==> config.mk <==
export PLATFORM = sky130hd
export DESIGN_NAME = unique_value_set_table
export DESIGN_NICKNAME = d
export VERILOG_FILES = /design/src/hdl/uvst_pkg.sv /design/src/hdl/uvst_ram.sv /design/src/hdl/uvst_ctrl.sv /design/src/hdl/unique_value_set_table.sv
export SDC_FILE = /design/constraint.sdc
export NUM_CORES = 2
export LEC_CHECK = 0
export BUFFER_PORTS_ARGS = -buffer_cell sky130_fd_sc_hd__buf_2
export CELL_PAD_IN_SITES_DETAIL_PLACEMENT = 1
export CELL_PAD_IN_SITES_GLOBAL_PLACEMENT = 1
export CORE_UTILIZATION = 40
export DETAILED_ROUTE_END_ITERATION = 10
export GPL_ROUTABILITY_DRIVEN = 0
export GPL_TIMING_DRIVEN = 0
export PLACE_DENSITY = 0.7
export SYNTH_ARGS = -nofsm -noshare
export SYNTH_HDL_FRONTEND = slang
export SYNTH_SLANG_ARGS = --single-unit
==> constraint.sdc <==
create_clock -name aclk -period 5.21 [get_ports aclk]
set_input_delay 0.521 -clock aclk [delete_from_list [all_inputs] [get_ports aclk]]
set_output_delay 0.521 -clock aclk [all_outputs]
set_load 0.02 [all_outputs]
==> src/hdl/uvst_pkg.sv <==
package uvst_pkg;

    localparam int CAPACITY   = 64;
    localparam int VALUE_BITS = 32;

    localparam int WORD_BITS = (VALUE_BITS < 32) ? VALUE_BITS : 32;
    localparam int IDX_BITS  = (CAPACITY > 1) ? $clog2(CAPACITY) : 1;
    localparam int CNT_BITS  = $clog2(CAPACITY + 1);

    localparam logic [1:0] CMD_LOOKUP = 2'd0;
    localparam logic [1:0] CMD_INSERT = 2'd1;
    localparam logic [1:0] CMD_DELETE = 2'd2;

    localparam logic [1:0] STAT_OK          = 2'd0;
    localparam logic [1:0] STAT_PRESENT     = 2'd1;
    localparam logic [1:0] STAT_NOT_PRESENT = 2'd2;
    localparam logic [1:0] STAT_FULL        = 2'd3;

    typedef struct packed {
        logic [1:0]  cmd;
        logic [31:0] value;
    } in_t;

    typedef struct packed {
        logic [1:0] status;
        logic       found;
        logic [5:0] position;
        logic [6:0] entry_count;
    } out_t;

    typedef struct packed {
        logic                 en;
        logic [IDX_BITS-1:0]  addr;
        logic [WORD_BITS-1:0] data;
    } ram_wr_t;

    typedef struct packed {
        logic                en;
        logic [IDX_BITS-1:0] addr;
    } ram_rd_t;

endpackage

==> src/hdl/uvst_ram.sv <==
module uvst_ram #(
    parameter int DEPTH     = 64,
    parameter int ADDR_BITS = 6,
    parameter int DATA_BITS = 32
) (
    input  logic                 aclk,
    input  logic                 wr_en,
    input  logic [ADDR_BITS-1:0] wr_addr,
    input  logic [DATA_BITS-1:0] wr_data,
    input  logic                 rd_en,
    input  logic [ADDR_BITS-1:0] rd_addr,
    output logic [DATA_BITS-1:0] rd_data
);

    logic [DATA_BITS-1:0] mem [DEPTH];

    always_ff @(posedge aclk) begin
        if (wr_en) begin
            mem[wr_addr] <= wr_data;
        end
    end

    always_ff @(posedge aclk) begin
        if (rd_en) begin
            rd_data <= mem[rd_addr];
        end
    end

endmodule

==> src/hdl/uvst_ctrl.sv <==
module uvst_ctrl (
    input  logic                           aclk,
    input  logic                           aresetn,
    input  logic                           in_valid,
    output logic                           in_ready,
    input  uvst_pkg::in_t                  in_data,
    output logic                           res_valid,
    input  logic                           res_ready,
    output uvst_pkg::out_t                 res_data,
    output uvst_pkg::ram_wr_t              ram_wr,
    output uvst_pkg::ram_rd_t              ram_rd,
    input  logic [uvst_pkg::WORD_BITS-1:0] ram_rd_data
);

    typedef enum logic [3:0] {
        ST_IDLE   = 4'b0001,
        ST_SEARCH = 4'b0010,
        ST_SHIFT  = 4'b0100,
        ST_DONE   = 4'b1000
    } state_t;

    state_t                         state_reg, state_next;
    logic [uvst_pkg::CNT_BITS-1:0]  count_reg, count_next;
    logic [uvst_pkg::CNT_BITS-1:0]  rd_idx_reg, rd_idx_next;
    logic [uvst_pkg::IDX_BITS-1:0]  cmp_idx_reg, cmp_idx_next;
    logic                           cmp_valid_reg, cmp_valid_next;
    logic [1:0]                     cmd_reg, cmd_next;
    logic [uvst_pkg::WORD_BITS-1:0] val_reg, val_next;
    logic [1:0]                     status_reg, status_next;
    logic                           found_reg, found_next;
    logic [5:0]                     pos_reg, pos_next;
    logic                           hit_now;
    logic                           miss_now;

    assign hit_now  = cmp_valid_reg && (ram_rd_data == val_reg);
    assign miss_now = !cmp_valid_reg && (rd_idx_reg == count_reg);

    assign in_ready  = (state_reg == ST_IDLE);
    assign res_valid = (state_reg == ST_DONE);

    always_comb begin
        res_data.status      = status_reg;
        res_data.found       = found_reg;
        res_data.position    = pos_reg;
        res_data.entry_count = 7'(count_reg);
    end

    always_comb begin
        state_next     = state_reg;
        count_next     = count_reg;
        rd_idx_next    = rd_idx_reg;
        cmp_idx_next   = cmp_idx_reg;
        cmp_valid_next = cmp_valid_reg;
        cmd_next       = cmd_reg;
        val_next       = val_reg;
        status_next    = status_reg;
        found_next     = found_reg;
        pos_next       = pos_reg;
        ram_wr.en      = 1'b0;
        ram_wr.addr    = cmp_idx_reg - 1'b1;
        ram_wr.data    = ram_rd_data;
        ram_rd.en      = 1'b0;
        ram_rd.addr    = rd_idx_reg[uvst_pkg::IDX_BITS-1:0];

        case (state_reg)
            ST_IDLE: begin
                if (in_valid) begin
                    cmd_next       = in_data.cmd;
                    val_next       = uvst_pkg::WORD_BITS'(in_data.value);
                    rd_idx_next    = '0;
                    cmp_valid_next = 1'b0;
                    state_next     = ST_SEARCH;
                end
            end
            ST_SEARCH: begin
                if (hit_now || miss_now) begin
                    cmp_valid_next = 1'b0;
                    found_next     = hit_now;
                    pos_next       = hit_now ? 6'(cmp_idx_reg) : 6'd0;
                    status_next    = hit_now ? uvst_pkg::STAT_OK : uvst_pkg::STAT_NOT_PRESENT;
                    state_next     = ST_DONE;
                    case (cmd_reg)
                        uvst_pkg::CMD_INSERT: begin
                            if (hit_now) begin
                                status_next = uvst_pkg::STAT_PRESENT;
                            end else if (count_reg == uvst_pkg::CNT_BITS'(uvst_pkg::CAPACITY))
                            begin
                                status_next = uvst_pkg::STAT_FULL;
                            end else begin
                                status_next = uvst_pkg::STAT_OK;
                                ram_wr.en   = 1'b1;
                                ram_wr.addr = count_reg[uvst_pkg::IDX_BITS-1:0];
                                ram_wr.data = val_reg;
                                pos_next    = 6'(count_reg);
                                count_next  = count_reg + 1'b1;
                            end
                        end
                        uvst_pkg::CMD_DELETE: begin
                            if (hit_now) begin
                                rd_idx_next = uvst_pkg::CNT_BITS'(cmp_idx_reg) + 1'b1;
                                state_next  = ST_SHIFT;
                            end
                        end
                        default: begin
                        end
                    endcase
                end else if (rd_idx_reg != count_reg) begin
                    ram_rd.en      = 1'b1;
                    cmp_valid_next = 1'b1;
                    cmp_idx_next   = rd_idx_reg[uvst_pkg::IDX_BITS-1:0];
                    rd_idx_next    = rd_idx_reg + 1'b1;
                end else begin
                    cmp_valid_next = 1'b0;
                end
            end
            ST_SHIFT: begin
                ram_wr.en = cmp_valid_reg;
                if (miss_now) begin
                    count_next = count_reg - 1'b1;
                    state_next = ST_DONE;
                end else if (rd_idx_reg != count_reg) begin
                    ram_rd.en      = 1'b1;
                    cmp_valid_next = 1'b1;
                    cmp_idx_next   = rd_idx_reg[uvst_pkg::IDX_BITS-1:0];
                    rd_idx_next    = rd_idx_reg + 1'b1;
                end else begin
                    cmp_valid_next = 1'b0;
                end
            end
            ST_DONE: begin
                if (res_ready) begin
                    state_next = ST_IDLE;
                end
            end
            default: begin
                state_next = ST_IDLE;
            end
        endcase
    end

    always_ff @(posedge aclk) begin
        if (!aresetn) begin
            state_reg     <= ST_IDLE;
            count_reg     <= '0;
            cmp_valid_reg <= 1'b0;
        end else begin
            state_reg     <= state_next;
            count_reg     <= count_next;
            cmp_valid_reg <= cmp_valid_next;
        end
    end

    always_ff @(posedge aclk) begin
        rd_idx_reg  <= rd_idx_next;
        cmp_idx_reg <= cmp_idx_next;
        cmd_reg     <= cmd_next;
        val_reg     <= val_next;
        status_reg  <= status_next;
        found_reg   <= found_next;
        pos_reg     <= pos_next;
    end

endmodule

==> src/hdl/unique_value_set_table.sv <==
// Channel  | Ports              | Payload          | Direction
// input    | s_valid, s_ready   | s_data  (in_t)   | in
// result   | m_valid, m_ready   | m_data  (out_t)  | out
//
// One item at a time; search reads one entry per cycle from the table RAM. A hit at
// index h, or a miss once all entries are read, ends the search (an empty table misses).
// Delete then moves later entries down one place (none for the last entry).
// The result then loads the output register and the controller returns to idle for
// the next transfer. Reset clears state, count and valid flags, not the table RAM.
// The RAM has a single read port. A result waits in the output register while the
// next item is taken; a full output register holds the controller in its done state.
module unique_value_set_table (
    input  logic           aclk,
    input  logic           aresetn,
    input  logic           s_valid,
    output logic           s_ready,
    input  uvst_pkg::in_t  s_data,
    output logic           m_valid,
    input  logic           m_ready,
    output uvst_pkg::out_t m_data
);

    uvst_pkg::ram_wr_t              ram_wr;
    uvst_pkg::ram_rd_t              ram_rd;
    logic [uvst_pkg::WORD_BITS-1:0] ram_rd_data;
    logic                           res_valid;
    logic                           res_ready;
    uvst_pkg::out_t                 res_data;
    logic                           m_valid_reg;
    uvst_pkg::out_t                 m_data_reg;

    assign res_ready = !m_valid_reg || m_ready;
    assign m_valid   = m_valid_reg;
    assign m_data    = m_data_reg;

    uvst_ctrl u_ctrl (
        .aclk        (aclk),
        .aresetn     (aresetn),
        .in_valid    (s_valid),
        .in_ready    (s_ready),
        .in_data     (s_data),
        .res_valid   (res_valid),
        .res_ready   (res_ready),
        .res_data    (res_data),
        .ram_wr      (ram_wr),
        .ram_rd      (ram_rd),
        .ram_rd_data (ram_rd_data)
    );

    uvst_ram #(
        .DEPTH     (uvst_pkg::CAPACITY),
        .ADDR_BITS (uvst_pkg::IDX_BITS),
        .DATA_BITS (uvst_pkg::WORD_BITS)
    ) u_ram (
        .aclk    (aclk),
        .wr_en   (ram_wr.en),
        .wr_addr (ram_wr.addr),
        .wr_data (ram_wr.data),
        .rd_en   (ram_rd.en),
        .rd_addr (ram_rd.addr),
        .rd_data (ram_rd_data)
    );

    always_ff @(posedge aclk) begin
        if (!aresetn) begin
            m_valid_reg <= 1'b0;
        end else if (res_ready) begin
            m_valid_reg <= res_valid;
        end
    end

    always_ff @(posedge aclk) begin
        if (res_ready && res_valid) begin
            m_data_reg <= res_data;
        end
    end

endmodule

### Word-level counts from Yosys, hierarchy flattened

Memory sizes are Yosys's and may differ from the RTL's. A register that Yosys moved wholly into a read port is not among the register bits.
Index checks and enable logic that the tools add are counted.

* add/subtract/negate cells: 5
* equality and inequality tests: 21
* multiplexer cells: 47
* reduce and logical (&&, ||, !) cells: 16

Operators by type and width (count)
* 39-bit 2-to-1 mux: 4
* 7-bit 2-to-1 mux: 11
* 6-bit 2-to-1 mux: 7
* 38-bit 2-to-1 mux: 1
* 32-bit equality test: 1
* 4-bit 2-to-1 mux: 6
* 7-bit case mux with 3 select lines: 1
* 4-bit case mux with 4 select lines: 1
* 7-bit by 1-bit adder with 7-bit output, second input constant: 2
* 7-bit case mux with 2 select lines: 1
* 2-bit != test, second input constant: 6
* 6-bit case mux with 2 select lines: 1
* 2-bit 2-to-1 mux: 4
* 6-bit by 1-bit adder with 7-bit output, second input constant: 1
* 7-bit equality test: 1
* 7-bit equality test, second input constant: 1
* 1-bit 2-to-1 mux: 7
* 7-bit != test: 1
* 7-bit by 1-bit subtractor with 7-bit output, second input constant: 1
* 2-bit by 1-bit != test with 1-bit output, second input constant: 3
* 3-bit AND reduction: 2
* 6-bit AND reduction: 1
* 6-bit by 1-bit subtractor with 6-bit output, second input constant: 1
* 5-bit AND reduction: 1
* 17 further kinds: 23

* register bits: 85
* bits in writable memories: 2048
* bits of input ports: 38
* output and inout port bits: 18
* logic and storage cells: 105
* memories kept: 1

Memory list
* u_ram.mem: words 64, bits a word 32, rd ports 1, clocked after Yosys merged registers in 1, wr ports 1, line uvst_ram.sv:15 `logic [DATA_BITS-1:0] mem [DEPTH];`

### Logic depth before layout (Yosys ltp)

* word-level depth: 8
* depth in mapped cells: 12
* mapped depth without buffers: 10

### Modules after synthesis

A second synthesis with hierarchy kept.

* cells, all modules: 3714
* area, all modules: 83420.0 µm²

By module, submodules not included
* uvst_ram: times used 1, cells each 3324, area an instance 78833.1 µm²
* uvst_ctrl: times used 1, cells each 369, area an instance 4048.9 µm²
* unique_value_set_table: times used 1, cells each 21, area an instance 538.0 µm²

### Worst setup path before layout

OpenSTA, ideal clock, no wires.

* path kind: reg-to-reg
* start: reg u_ctrl.state_reg[0]
* end: mem u_ram.mem[56][0] (enable)
* setup time: 0.513 ns
* data arrival time: 5.261 ns
* required time: 4.697 ns
* slack: -0.564 ns
* stages on the path, launching flop included: 8
* buffers on the path: 0
* clock period less this slack: 5.774 ns
* path through: dfxtp_1 > or4b_1 > a211oi_1 > nand4_1 > nand2_1 > a21boi_0 > nand2_1 > nor4b_1

* word-level cells in the longest chain between the ends: 4
* elaborated cells on any way between the ends: 6
* those cells by class: 2 x eq/ne; 4 x mux

Ends and longest elaborated chain
* start, declared: line uvst_ctrl.sv:22 `state_t state_reg, state_next;`
* start signal, assigned: line uvst_ctrl.sv:147 `state_reg <= state_next;`
* 4-bit by 3-bit equality test with 1-bit output or 4-bit by 2-bit equality test with 1-bit output (tied branches): line uvst_ctrl.sv:65 `case (state_reg)`
* 1-bit case mux with 2 select lines: line uvst_ctrl.sv:65
* 1-bit 2-to-1 mux: line uvst_ram.sv:18 `if (wr_en) begin`
* 1-bit 2-to-1 mux (not written as such): line uvst_ram.sv:19 `mem[wr_addr] <= wr_data;`
* end, declared: line uvst_ram.sv:15

Several ways; a longest one is shown, not always the timed one.

### Worst setup path in the final report

* start: reg u_ctrl.count_reg[4] (netlist name)
* end: mem u_ram.mem[54][11] (enable)

* word-level cells in the longest chain between the ends: 8
* elaborated cells on any way between the ends: 12
* those cells by class: 2 x eq/ne; 8 x mux; 2 x reduce/logical

Ends and longest elaborated chain
* start, declared: line uvst_ctrl.sv:23 `logic [uvst_pkg::CNT_BITS-1:0] count_reg, count_next;`
* start signal, assigned: line uvst_ctrl.sv:148 `count_reg <= count_next;`
* 7-bit equality test: line uvst_ctrl.sv:86 `end else if (count_reg == uvst_pkg::CNT_BITS'(uvst_pkg::CAPACITY))`
* 39-bit 2-to-1 mux: line uvst_ctrl.sv:86
* 39-bit 2-to-1 mux: line uvst_ctrl.sv:84 `if (hit_now) begin`
* 39-bit 2-to-1 mux: line uvst_ctrl.sv:82 `case (cmd_reg)`
* 39-bit 2-to-1 mux (*): line uvst_ctrl.sv:76 `if (hit_now || miss_now) begin`
* 1-bit case mux with 2 select lines: line uvst_ctrl.sv:65
* 1-bit 2-to-1 mux: line uvst_ram.sv:18
* 1-bit 2-to-1 mux (not written as such): line uvst_ram.sv:19

Every way passes the cells marked *; elsewhere a longest branch is shown, timed or not.

==> results.txt <==
The number of max-slew violations in the final report came out at 0. The worst hold path begins at m_ready. Cells fill a little under half of the core in the end.

The slowest library cell on the worst path is sky130_fd_sc_hd__clkbuf_1. The worst hold path passes through 3 cells. Along the worst path, the maximum fanout reaches 10. The number of antenna violations at the first check in global routing came out at 23.

The static leakage power came out at slightly below 30 nW. The startpoint class of the critical path is a flop. The worst path in the final design needs a cycle of between 5 and 6 ns, including I/O delays and setup. Sorting the synthesized cells by area gives the leading types as sky130_fd_sc_hd__edfxtp_1 78%, sky130_fd_sc_hd__mux4_2 18%, sky130_fd_sc_hd__nand2_1 0.64%, sky130_fd_sc_hd__clkbuf_1 0.57%, sky130_fd_sc_hd__xor2_1 0.38%. The final critical-path share of the clock period came out at 98.2%.

Clock tree synthesis selected as its root buffer the cell sky130_fd_sc_hd__clkbuf_16. The filler cells instantiated in the layout total 18400. The worst hold path terminates at m_valid. The detail-routed net length per standard cell came out at 34.9 um. The number of global-route vias before repair is about 42000. The number of enable-type register cells in the synthesized netlist came out at about 2200. The half-perimeter wire length after placement is 162 mm. The startpoint identified for the worst register-to-register timing path is u_ctrl.count_reg[4]. The setup TNS is 0 ns. TritonCTS created 213 clock buffers. For the worst flop-to-flop path, the logic depth is 12. Once detail routing completed, the nets flagged for antenna violations numbered 0. The relative slew slack came out at 5.55%. The post-detailed-routing wire length came out at roughly 240 mm. The number of violations reported at the end of detailed-routing iteration 0 is between 5000 and 6000.

The total routing usage reported by global routing is between 20% and 30%. The Yosys step of the flow raised 0 warnings. The number of instances in the synthesized netlist is roughly 3500. The share of total power dissipated in the clock network is 39.0%. The highest cell delay on the worst timing path is 1.10 ns. The detailed-route via count is around 41000. The total power density per cell area came out at slightly below 400 mW/mm^2.

The die footprint is 0.210 sq mm. The maximum number of pins on one net before global-route repair is 65. The fraction of layout instances using a drive strength above 1 is a little under a third.

The worst hold path belongs to the class input pin to flop. The number of register bits inferred by synthesis came out at about 2200. TritonCTS built the clock tree. The largest total area in the synthesized netlist belongs to sky130_fd_sc_hd__edfxtp_1. Counting stages on the worst path, the most repeated cell is sky130_fd_sc_hd__buf_6.

The post-route clock skew came out at about 0.048 ns. In the final layout, the multi-input gates occupy 0.0183 sq mm. The vias per cell is between 5 and 6.

The share of synthesized registers carrying an async set or reset came out at 0%. The area of the core came out at 0.207 sq mm. The slack of the worst reg-to-reg path came out at 0.09 ns.

The worst register-to-register path ends at u_ram.mem[54][11]. The synthesis-to-finish area growth came out at 16.6%. The global-route wire length before repair is between 300 and 400 mm.

The sequential area share after synthesis came out at between 70 and 80%. The number of setup buffers added after CTS is 0. The initial utilization of the core area, before any placement, comes to 40.2%. The switching power summed over all nets is 9.25 mW. Dividing the synthesized area by the synthesized cell count gives approximately 24 sq um. The die is 458 um tall. The remaining routing DRC violations is 0. The clock transition at the registers of the reported paths is approximately 0.060 ns. The maximum ir drop on the vdd rail came out at between 0.0003 and 0.0004 V. The cell area that synthesis handed to floorplanning was roughly 0.083 sq mm.

The number of clock sinks came out at ~2200. The clock passes through at most 3 buffers. Setup violations remaining at the end of the flow were counted as 0. The number of nets in the finished design came out at 3980.

The part of the total power dissipated in sequential elements is between 50% and 60%. Among all flip-flop cells after synthesis, the most frequent one is sky130_fd_sc_hd__edfxtp_1. Setup repair after global routing left no endpoint under its margin.

At the pin with the least slew margin, the transition time is 1.42 ns. Net switching is ~24% of the power. The total count of hold-check failures in the final report came out at 0. The critical path goes through clkbuf_1, nor4_1, a211oi_1, and4_1, buf_2, nor3_1, a31oi_1, clkbuf_1, nor3_2, buf_6, buf_6, buf_6.

Input and output buffers added on the ports amount to 55. The flow ran to the end, and the final reports show no timing, DRC or antenna violations. The source-to-sink clock delay at the later pin of the worst-skew pair is 0.90 ns. Data on the critical path arrives at its endpoint at 5.73 ns.

The classification of the worst setup path is flop to flop. Across the whole layout, storage elements account for 0.0649 sq mm. Summed over all layers, the global routing overflow is 0. The worst setup path is captured at a flop.

The H-tree was split into 4 levels. The highest achievable clock rate is around 200 MHz. The floorplan has around 170 rows. The share of power burned in combinational logic is approximately 11%. The power after layout came out at 38.3 mW. The max-cap violation count is 0.

The internal power of the cells came out at between 20 and 30 mW. For the worst setup path, the data required time is 5.82 ns. The fraction of post-synthesis cell area in the top cell type by area came out at around 78%. The floorplan die width is approximately 460 um.

The number of buffer and inverter instances along the worst setup path is 6. The detailed-routing iteration count for the pre-antenna-repair pass is 6. The post-synthesis net count came out at between 3000 and 4000. In this design, the largest share of critical-path delay is due to buffers and inverters. The count of cell types in the netlist is 56. 56 I/O pins were placed. The flip-flop count of the largest register after layout came out at 2048.
layout make-up:
type	count	area share, %
Multi-Input combinational cell	1121	18.8
Sequential cell	2165	66.8
Timing Repair Buffer	235	3.08
Inverter	16	0.0618
Clock inverter	126	1.22
Antenna cell	7	0.0180
Tap cell	2788	3.59
Buffer	181	0.719
Clock buffer	264	5.70
Yosys cell counts, types with 11 or more instances:
master / number
sky130_fd_sc_hd__a21oi_1: 22
sky130_fd_sc_hd__inv_1: 14
sky130_fd_sc_hd__o21ai_0: 13
sky130_fd_sc_hd__xor2_1: 36
sky130_fd_sc_hd__nor4_1: 11
sky130_fd_sc_hd__mux4_2: 672
sky130_fd_sc_hd__nand2_1: 142
sky130_fd_sc_hd__nor3_1: 22
sky130_fd_sc_hd__nand3_1: 20
sky130_fd_sc_hd__dfxtp_1: 13
sky130_fd_sc_hd__clkbuf_1: 126
sky130_fd_sc_hd__edfxtp_1: 2152
sky130_fd_sc_hd__xnor2_1: 20
sky130_fd_sc_hd__buf_1: 53
sky130_fd_sc_hd__nor2_1: 65
what timing repair did:
action | in CTS | in global routing
hold buffers | 36 | 0
endpoints found under the setup margin | 640 | 102
resized for setup | 4 | 4
hold endpoints to repair | 38 | 0
worst max path at each step:
| stage | slack [ns] | to | cells past startpoint | startpoint |
|---|---|---|---|---|
| after floorplan | -0.32 | u_ram.mem[63][0] | 6 | u_ctrl.state_reg[0] |
| after global placement | -4.93 | u_ram.mem[59][17] | 7 | u_ctrl.rd_idx_reg[4] |
| after detailed placement | -0.55 | u_ram.mem[28][18] | 9 | u_ctrl.state_reg[0] |
| after CTS | 0.13 | u_ram.mem[11][18] | 11 | u_ctrl.count_reg[4] |
| after global routing | 0.002 | u_ram.mem[54][11] | 12 | u_ctrl.count_reg[4] |
| final | 0.09 | u_ram.mem[54][11] | 12 | u_ctrl.count_reg[4] |
power groups by stage:
| stage | clock (mW) | combinational, mW | sequential [mW] |
|---|---|---|---|
| after global placement | 0 | 4.00 | 19.6 |
| final | 15.0 | 4.19 | 19.2 |
| after CTS | 15.1 | 4.18 | 19.2 |
| after global routing | 15.7 | 4.30 | 19.2 |
| after floorplan | 0 | 2.37 | 19.5 |
| after detailed placement | 0 | 4.14 | 19.6 |
metrics by stage:
step           hold slack [ns]  std cells  worst slack [ns]  area (sq um)
2_1_floorplan            0.400       3483            -0.321         83300
3_3_place_gp             0.408       6326             -4.93         87100
3_5_place_dp             0.411       6470            -0.553         90000
4_1_cts                  0.127       6896             0.126         97100
5_1_grt                  0.205       6902           0.00186         97100
6_report                 0.191       6903            0.0933         97100
tightest hold or removal path, cell delays in order:
cell,delay (ns)
sky130_fd_sc_hd__buf_2,0.07
sky130_fd_sc_hd__nand2b_1,0.20
sky130_fd_sc_hd__a21oi_1,0.17
logic make-up after synthesis:
logic type      after synthesis  synth area share (%)
simple gates                313                  1.75
fa+ha+maj                     9                 0.144
flops                      2165                  77.9
mux                         678                  18.2
xor+xnor                     56                 0.589
buf+inv                     197                 0.891
compound gates               65                 0.479
routing by layer:
metal	vias to the layer above	GRT usage, %	wire length, um
li1	15900	-	-
met1	22300	30.2	91000
met2	2266	36.2	114000
met3	437	5.17	23000
met4	12	11.0	12400
met5	-	0	69
cells in the final DEF (no fill, tap or decap), types with 35 or more instances in the layout:
| cell | Yosys | routed |
|---|---|---|
| sky130_fd_sc_hd__buf_1 | 53 | 53 |
| sky130_fd_sc_hd__buf_12 | 0 | 60 |
| sky130_fd_sc_hd__buf_2 | 2 | 57 |
| sky130_fd_sc_hd__buf_6 | 0 | 44 |
| sky130_fd_sc_hd__clkbuf_1 | 126 | 162 |
| sky130_fd_sc_hd__clkbuf_16 | 0 | 213 |
| sky130_fd_sc_hd__clkinv_1 | 1 | 53 |
| sky130_fd_sc_hd__clkinv_2 | 0 | 35 |
| sky130_fd_sc_hd__dlygate4sd3_1 | 0 | 36 |
| sky130_fd_sc_hd__edfxtp_1 | 2152 | 2152 |
| sky130_fd_sc_hd__mux4_2 | 672 | 672 |
| sky130_fd_sc_hd__nand2_1 | 142 | 111 |
| sky130_fd_sc_hd__nor2_4 | 0 | 44 |
| sky130_fd_sc_hd__xor2_1 | 36 | 36 |
Power figures use the tool's default switching activity.
